--- src/hdl/frs_pkg.sv ---
// Shared types and constants for the Fenwick range sum core.
package frs_pkg;

  localparam int POS_W        = 11;
  localparam int IDX_W        = POS_W + 1;
  localparam int DATA_W       = 32;
  localparam int SUM_W        = 64;
  localparam int DEFAULT_SIZE = 1024;
  localparam int POS_MAX      = (1 << POS_W) - 1;

  localparam logic [POS_W-1:0] SIZE_RESET = 11'd1024;

  localparam logic OP_ADD   = 1'b0;
  localparam logic OP_QUERY = 1'b1;

  typedef enum logic [2:0] {
    ST_CLEAR,
    ST_IDLE,
    ST_ADD_RD,
    ST_ADD_WR,
    ST_Q_HI,
    ST_Q_LO,
    ST_Q_OUT
  } state_e;

  typedef struct packed {
    logic clr_wr;
    logic load_add;
    logic load_query;
    logic add_rd;
    logic add_wr;
    logic q_rd;
    logic q_sub;
    logic q_switch;
    logic out_load;
  } cmd_t;

  typedef struct packed {
    logic clr_last;
    logic idx_zero;
    logic add_live;
    logic out_busy;
  } status_t;

endpackage

--- src/hdl/frs_ctrl.sv ---
// Controller state machine sequencing clear, add and query walks.
module frs_ctrl (
  input  logic             clk_i,
  input  logic             rst_ni,
  input  logic             in_valid_i,
  input  logic             opcode_i,
  output logic             in_stall_o,
  input  frs_pkg::status_t status_i,
  output frs_pkg::cmd_t    cmd_o
);

  frs_pkg::state_e state_q, state_d;

  always_ff @(posedge clk_i or negedge rst_ni) begin
    if (!rst_ni) begin
      state_q <= frs_pkg::ST_CLEAR;
    end else begin
      state_q <= state_d;
    end
  end

  always_comb begin
    state_d    = state_q;
    cmd_o      = '0;
    in_stall_o = 1'b1;
    case (state_q)
      frs_pkg::ST_CLEAR: begin
        cmd_o.clr_wr = 1'b1;
        if (status_i.clr_last) begin
          state_d = frs_pkg::ST_IDLE;
        end
      end
      frs_pkg::ST_IDLE: begin
        in_stall_o = 1'b0;
        if (in_valid_i) begin
          if (opcode_i == frs_pkg::OP_QUERY) begin
            cmd_o.load_query = 1'b1;
            state_d          = frs_pkg::ST_Q_HI;
          end else begin
            cmd_o.load_add = 1'b1;
            state_d        = frs_pkg::ST_ADD_RD;
          end
        end
      end
      frs_pkg::ST_ADD_RD: begin
        // drop out once the upward chain leaves the covered range
        if (status_i.add_live) begin
          cmd_o.add_rd = 1'b1;
          state_d      = frs_pkg::ST_ADD_WR;
        end else begin
          state_d = frs_pkg::ST_IDLE;
        end
      end
      frs_pkg::ST_ADD_WR: begin
        cmd_o.add_wr = 1'b1;
        state_d      = frs_pkg::ST_ADD_RD;
      end
      frs_pkg::ST_Q_HI: begin
        if (status_i.idx_zero) begin
          cmd_o.q_switch = 1'b1;
          state_d        = frs_pkg::ST_Q_LO;
        end else begin
          cmd_o.q_rd = 1'b1;
        end
      end
      frs_pkg::ST_Q_LO: begin
        if (status_i.idx_zero) begin
          state_d = frs_pkg::ST_Q_OUT;
        end else begin
          cmd_o.q_rd  = 1'b1;
          cmd_o.q_sub = 1'b1;
        end
      end
      frs_pkg::ST_Q_OUT: begin
        // hold until the output register is free
        if (!status_i.out_busy) begin
          cmd_o.out_load = 1'b1;
          state_d        = frs_pkg::ST_IDLE;
        end
      end
      default: begin
        state_d = frs_pkg::ST_IDLE;
      end
    endcase
  end

endmodule

--- config.mk ---
export PLATFORM = sky130hd
export DESIGN_NAME = frs_ctrl
export DESIGN_NICKNAME = d
export VERILOG_FILES = /design/src/hdl/frs_pkg.sv /design/src/hdl/frs_ctrl.sv
export SDC_FILE = /design/constraint.sdc
export NUM_CORES = 1
export LEC_CHECK = 0
export BUFFER_PORTS_ARGS = -buffer_cell sky130_fd_sc_hd__buf_4
export CORE_AREA = 2 2 39 41
export CTS_CLUSTER_DIAMETER = 60
export CTS_CLUSTER_SIZE = 28
export DETAILED_ROUTE_END_ITERATION = 10
export DIE_AREA = 0 0 41 43
export GPL_TIMING_DRIVEN = 0
export PLACE_DENSITY = 0.45
export SYNTH_ARGS = -nofsm -noshare
export SYNTH_HDL_FRONTEND = slang
export SYNTH_SLANG_ARGS = --single-unit
--- constraint.sdc ---
create_clock -name clk_i -period 1.58 [get_ports clk_i]
set_clock_uncertainty 0.05 [all_clocks]
set_input_delay 0.158 -clock clk_i [delete_from_list [all_inputs] [get_ports clk_i]]
set_output_delay 0.158 -clock clk_i [all_outputs]
set_load 0.03 [all_outputs]
==> results of run 1 <==
[per-stage QoR]
| stage | instance area (um^2) | hold slack, ns | power, uW | setup WS, ns |
|---|---|---|---|---|
| after global routing | 498 | 0.168 | 1120 | 0.0142 |
| after global placement | 442 | -0.102 | 858 | 0.286 |
| after detailed placement | 442 | -0.101 | 844 | 0.284 |
| after floorplan | 294 | -0.188 | 654 | 0.0231 |
| after CTS | 478 | 0.163 | 992 | 0.0258 |
| final | 498 | 0.162 | 1050 | 0.0648 |
[synthesized netlist by cell type]
| cell type | count | share of area (%) |
|---|---|---|
| dfrtp_1 | 3 | 26 |
| nand2_1 | 3 | 3.8 |
| nor3_1 | 3 | 5.1 |
| o21ai_0 | 3 | 5.1 |
| and2_1 | 2 | 4.3 |
| buf_6 | 2 | 7.7 |
| nor2_1 | 2 | 2.6 |
| a21oi_1 | 1 | 1.7 |
| a221oi_1 | 1 | 3.0 |
| a31oi_1 | 1 | 2.1 |
| a32o_1 | 1 | 3.4 |
| and2b_1 | 1 | 2.6 |
| and3_1 | 1 | 2.1 |
| buf_4 | 1 | 2.6 |
| inv_1 | 1 | 1.3 |
| inv_2 | 1 | 1.3 |
| nand2_2 | 1 | 2.1 |
| nand3b_1 | 1 | 2.6 |
| nor2b_1 | 1 | 2.1 |
| nor2b_4 | 1 | 4.7 |
| nor3_2 | 1 | 3.4 |
| nor3b_2 | 1 | 4.3 |
| o221a_1 | 1 | 3.8 |
| xnor2_1 | 1 | 3.0 |
[worst max-delay path by stage]
stage	cells after the start	startpoint	endpoint	slack (ns)
2_1_floorplan	4	state_q[2]	cmd_o[2]	0.02
3_3_place_gp	5	state_q[0]	cmd_o[7]	0.29
3_5_place_dp	5	state_q[0]	cmd_o[7]	0.28
4_1_cts	5	state_q[0]	cmd_o[7]	0.03
5_1_grt	5	state_q[1]	cmd_o[7]	0.01
6_report	5	state_q[0]	cmd_o[4]	0.06
[kinds of logic (layout without fill, tap and decap cells)]
family | Yosys count | after routing | synth area share, %
simple gates | 18 | 18 | 39.6
compound gates | 8 | 8 | 19.1
buf+inv | 5 | 28 | 12.8
flops | 3 | 3 | 25.5
xor+xnor | 1 | 1 | 2.98
[per-layer routing]
metal	share of wire [%]	track usage (%)	up-vias
met3	4.2	3.14	0
met4	0	8.00	0
met1	43	15.3	146
li1	-	-	168
met5	0	0	-
met2	53	15.0	7
[power by group]
part	switching (uW)	total [uW]	internal, uW	leakage (uW)
sequential	17.2	135	118	0.0000363
clock	42.9	138	94.9	0.0000150
combinational	422	773	352	0.000184
total	482	1050	564	0.000236
[cell type report]
type | count | area [um^2]
Timing Repair Buffer | 19 | 158
Buffer | 3 | 30.0
Tap cell | 16 | 20.0
Fill cell | 154 | 886
Sequential cell | 3 | 75.1
Inverter | 2 | 7.51
Multi-Input combinational cell | 27 | 181
Clock buffer | 4 | 26.3
[what timing repair did]
item,4_1_cts,5_1_grt
resized for setup,0,0
hold buffers,1,0
setup endpoints to repair,0,1
endpoints found under the hold margin,3,0
setup buffers,0,1
==> flow_summary.yaml, run 1 <==
power_and_ir_drop:
  powerDensity_nw_per_um2: 2100
  p_leak_uw: 0.000236
  irDropWorstVdd_mv: 0.486
layout:
  reg_top3: "state_q: 3 flops"
  num_antenna_cells: 0
  fin_cells: 74
  drive_gt1_share_pct: 50.0
  final_util_pct: 36.0
  final_nets: 67
  largest_reg_flops: 3
  mostFrequentLayoutCell: "buf_4"
  area_delta_synth_final_pct: 69.4
  regMostFlops: "state_q"
place:
  gp_routability_congestion: 0.697
  io_buffers: 17
  dp.cells: 68
  dp_hpwl_um: 579
critical_path:
  worst_ep_required_time_ns: 1.37
  rrSetupSlack_ns: 0.28
  rr_startpoint: "state_q[0]"
  crit_buf_inv: 3
  crit_chain: "buf_6, buf_12, nor2b_1, and2_1, buf_4"
  reg2regPathDepth: 5
  crit_path_end_kind: "primary output"
  path_delay_family: "buffers and inverters"
  critPathMaxStageDelay_ns: 0.38
  crit_fanout: 9
  slowest_stage: "dfrtp_1"
  critPathKind: "register to primary output"
  r2r_end: "state_q[0]"
  start_kind: "register"
  cp.arrival_ns: 1.31
grt:
  antenna_found_initial: 0
  grt_remaining_overflow: 0
  grt_pass1_vias: 338
  grt_pass1_wl_um: 1360
  grtUsageTotal_pct: 11.4
  grt_max_degree: 11
floorplan:
  start_util_pct: 21.2
  die_w_um: 41
  fp.dieArea_um2: 1760
  rows: 14
  coreArea_um2: 1380
  ios: 18
  die_h_um: 43
routing:
  remaining_drc_errors: 0
  route.vias.total: 321
  ant_nets: 0
  viasPerCell: 4.34
  drt_iter0_drc: 3
  drt-pass1-iter-count: 2
  routedWlPerCell_um: 11.0
  wl_um: 812
synthesis:
  syn_area_um2: 294
  syn_nets: 43
  ys_seq_area_share_pct: 25.5
  synth_cell_types: 24
  synth_seq_cells: 3
  ys_warn_count: 0
  syn_inst: 35
  syn_area_per_cell_um2: 8.40
timing:
  fin_crit_ns: 1.52
  tightest_slew_ns: 0.225
  period_share_pct: 95.9
  fmax_ghz: 0.660
  setup_tns_ns: 0
  setup_viol: 0
  rsz0062_at_grt: "no"
  finalMaxSlewViolations: 0
  max_slew_margin_pct: 85.0
  final-hold-violation-count: 0
worst_hold_path:
  hp-start: "opcode_i"
  hold_class: "input port to register"
  hold-path-cell-count: 2
  hold_path_end: "state_q[2]"
clocking:
  htree_levels: 1
  cts_tree: "done"
  clk_latency_ns: 0.24
  path_clk_slew_ns: 0.04
  numCtsBuffers: 3
  clock_sinks: 3
  cts_buffer_depth: 2
  root_buffer: "clkbuf_4"
run:
  max_cap_violations: 0
run_status:
  status: "completed"
Power figures use the tool's default switching activity.
==> run 2, diff against run 1 <==
- PLACE_DENSITY: 0.45 -> unset
==> run 2 against run 1 <==
Effect of this change:
- total power is 0.67% lower
- global-route usage is 2.0 points lower
- non-clock buffer count stayed put
- sequential share of layout area stayed put
- critical path type unchanged
- highest routed layer is now met4
- first-iteration DRC count is 33% higher
- clock-buffer cell count stayed put
- sequential cell count stayed put
==> flow_summary.yaml, run 2 (same netlist as run 1, synthesis figures left out) <==
layout:
  n_fill_cell: 151
  regMostFlops: "state_q"
  multi_input_area_um2: 181
  mostFrequentLayoutCell: "buf_4"
  drive_gt1_share_pct: 50.0
  final_nets: 67
  area_delta_synth_final_pct: 69.4
  register_area_um2: 75.1
  reg_top3: "state_q: 3 flops"
  num_antenna_cells: 0
  largest_reg_flops: 3
power_and_ir_drop:
  irDropWorstVdd_mv: 0.665
  powerDensity_nw_per_um2: 2090
  p_leak_uw: 0.000236
  power_uw: 1040
routing:
  route.vias.total: 331
  drt-pass1-iter-count: 3
  ant_nets: 0
  drt_iter0_drc: 4
  wl_um: 750
  routedWlPerCell_um: 10.1
  viasPerCell: 4.47
  remaining_drc_errors: 0
grt:
  grtUsageTotal_pct: 9.38
  grt_pass1_vias: 283
  grt_pass1_wl_um: 1090
  grt_max_degree: 11
  grt_remaining_overflow: 0
  antenna_found_initial: 0
critical_path:
  critPathMaxStageDelay_ns: 0.38
  start_kind: "register"
  crit_fanout: 9
  slowest_stage: "dfrtp_1"
  cp.arrival_ns: 1.31
  critPathKind: "register to primary output"
  crit_path_end_kind: "primary output"
  worst_ep_required_time_ns: 1.37
  crit_chain: "buf_6, buf_12, nor2b_1, and2_1, buf_4"
clocking:
  path_clk_slew_ns: 0.04
  htree_levels: 1
  numCtsBuffers: 3
  clock_sinks: 3
  cts_buffer_depth: 2
  root_buffer: "clkbuf_4"
  clk_latency_ns: 0.24
  cts_tree: "done"
timing:
  rsz0062_at_grt: "no"
  max_slew_margin_pct: 83.5
  fmax_ghz: 0.660
  finalMaxSlewViolations: 0
  final-hold-violation-count: 0
  fin_ws_ns: 0.0650
  tightest_slew_ns: 0.247
  setup_tns_ns: 0
  period_share_pct: 95.9
  fin_crit_ns: 1.52
  hold_ws_ns: 0.160
  setup_viol: 0
floorplan:
  die_h_um: 43
  coreArea_um2: 1380
  start_util_pct: 21.2
  ios: 18
  fp.dieArea_um2: 1760
  rows: 14
  die_w_um: 41
place:
  io_buffers: 17
  gp_routability_congestion: 0.784
  dp_slack_ns: 0.298
  dp_hpwl_um: 541
run_status:
  status: "completed"
worst_hold_path:
  hold_class: "input port to register"
run:
  max_cap_violations: 0
==> run 2: cell counts in the layout (fill, tap and decap cells not counted) <==
No cell type changed its count.
==> run 2: critical path: cells and delay by family, from the launching register on <==
kind	cells	cell delay, ns
AND/OR/NAND/NOR	2	0.28
flip-flops	1	0.38
buffers and inverters	3	0.41
==> run 2: metal layers <==
layer / up-vias / routed length (um) / share of wire [%] / track usage [%]
met5: - / 0 / 0 / 0
met4: 0 / 17 / 2.3 / 10.0
met3: 2 / 32 / 4.3 / 1.57
met2: 8 / 397 / 53 / 11.9
met1: 154 / 303 / 40 / 12.1
li1: 167 / - / - / -
==> run 2: repair_timing <==
action                     4_1_cts  5_1_grt
setup buffers                    0        1
hold endpoints to repair         3        0
hold buffers                     1        0
setup endpoints to repair        0        1
gates resized for setup          0        0
==> run 2: path summary, 6_finish.rpt <==
kind / from / cells past startpoint / end / slack, ns
setup / recovery: state_q[0] / 5 / cmd_o[4] / 0.06
hold / removal: opcode_i / 2 / state_q[2] / 0.16
setup reg to reg: state_q[0] / 5 / state_q[0] / 0.34
hold reg to reg: state_q[2] / 2 / state_q[2] / 0.58
max in group asynchronous: rst_ni / 2 / state_q[2] / 1.19
min in group asynchronous: rst_ni / 2 / state_q[1] / 0.20
==> run 2: per-stage QoR <==
stage / utilization [%] / std cells / area [um^2]
2_1_floorplan: - / 35 / 294
5_1_grt: 36.0 / 74 / 498
3_5_place_dp: 31.9 / 68 / 442
6_report: 36.0 / 74 / 498
3_3_place_gp: 31.9 / 68 / 442
4_1_cts: 34.5 / 73 / 478
==> run 2: cell type report <==
type                            instances  share of cell area (%)
Sequential cell                         3                    15.1
Inverter                                2                    1.51
Multi-Input combinational cell         27                    36.4
Clock buffer                            4                    5.28
Buffer                                  3                    6.03
Tap cell                               16                    4.02
Timing Repair Buffer                   19                    31.7
==> run 2: power by group <==
group | leakage [uW] | total [uW] | internal (uW) | switching (uW)
sequential | 0.0000363 | 134 | 118 | 16.2
combinational | 0.000184 | 765 | 352 | 413
clock | 0.0000150 | 140 | 95.0 | 45.1
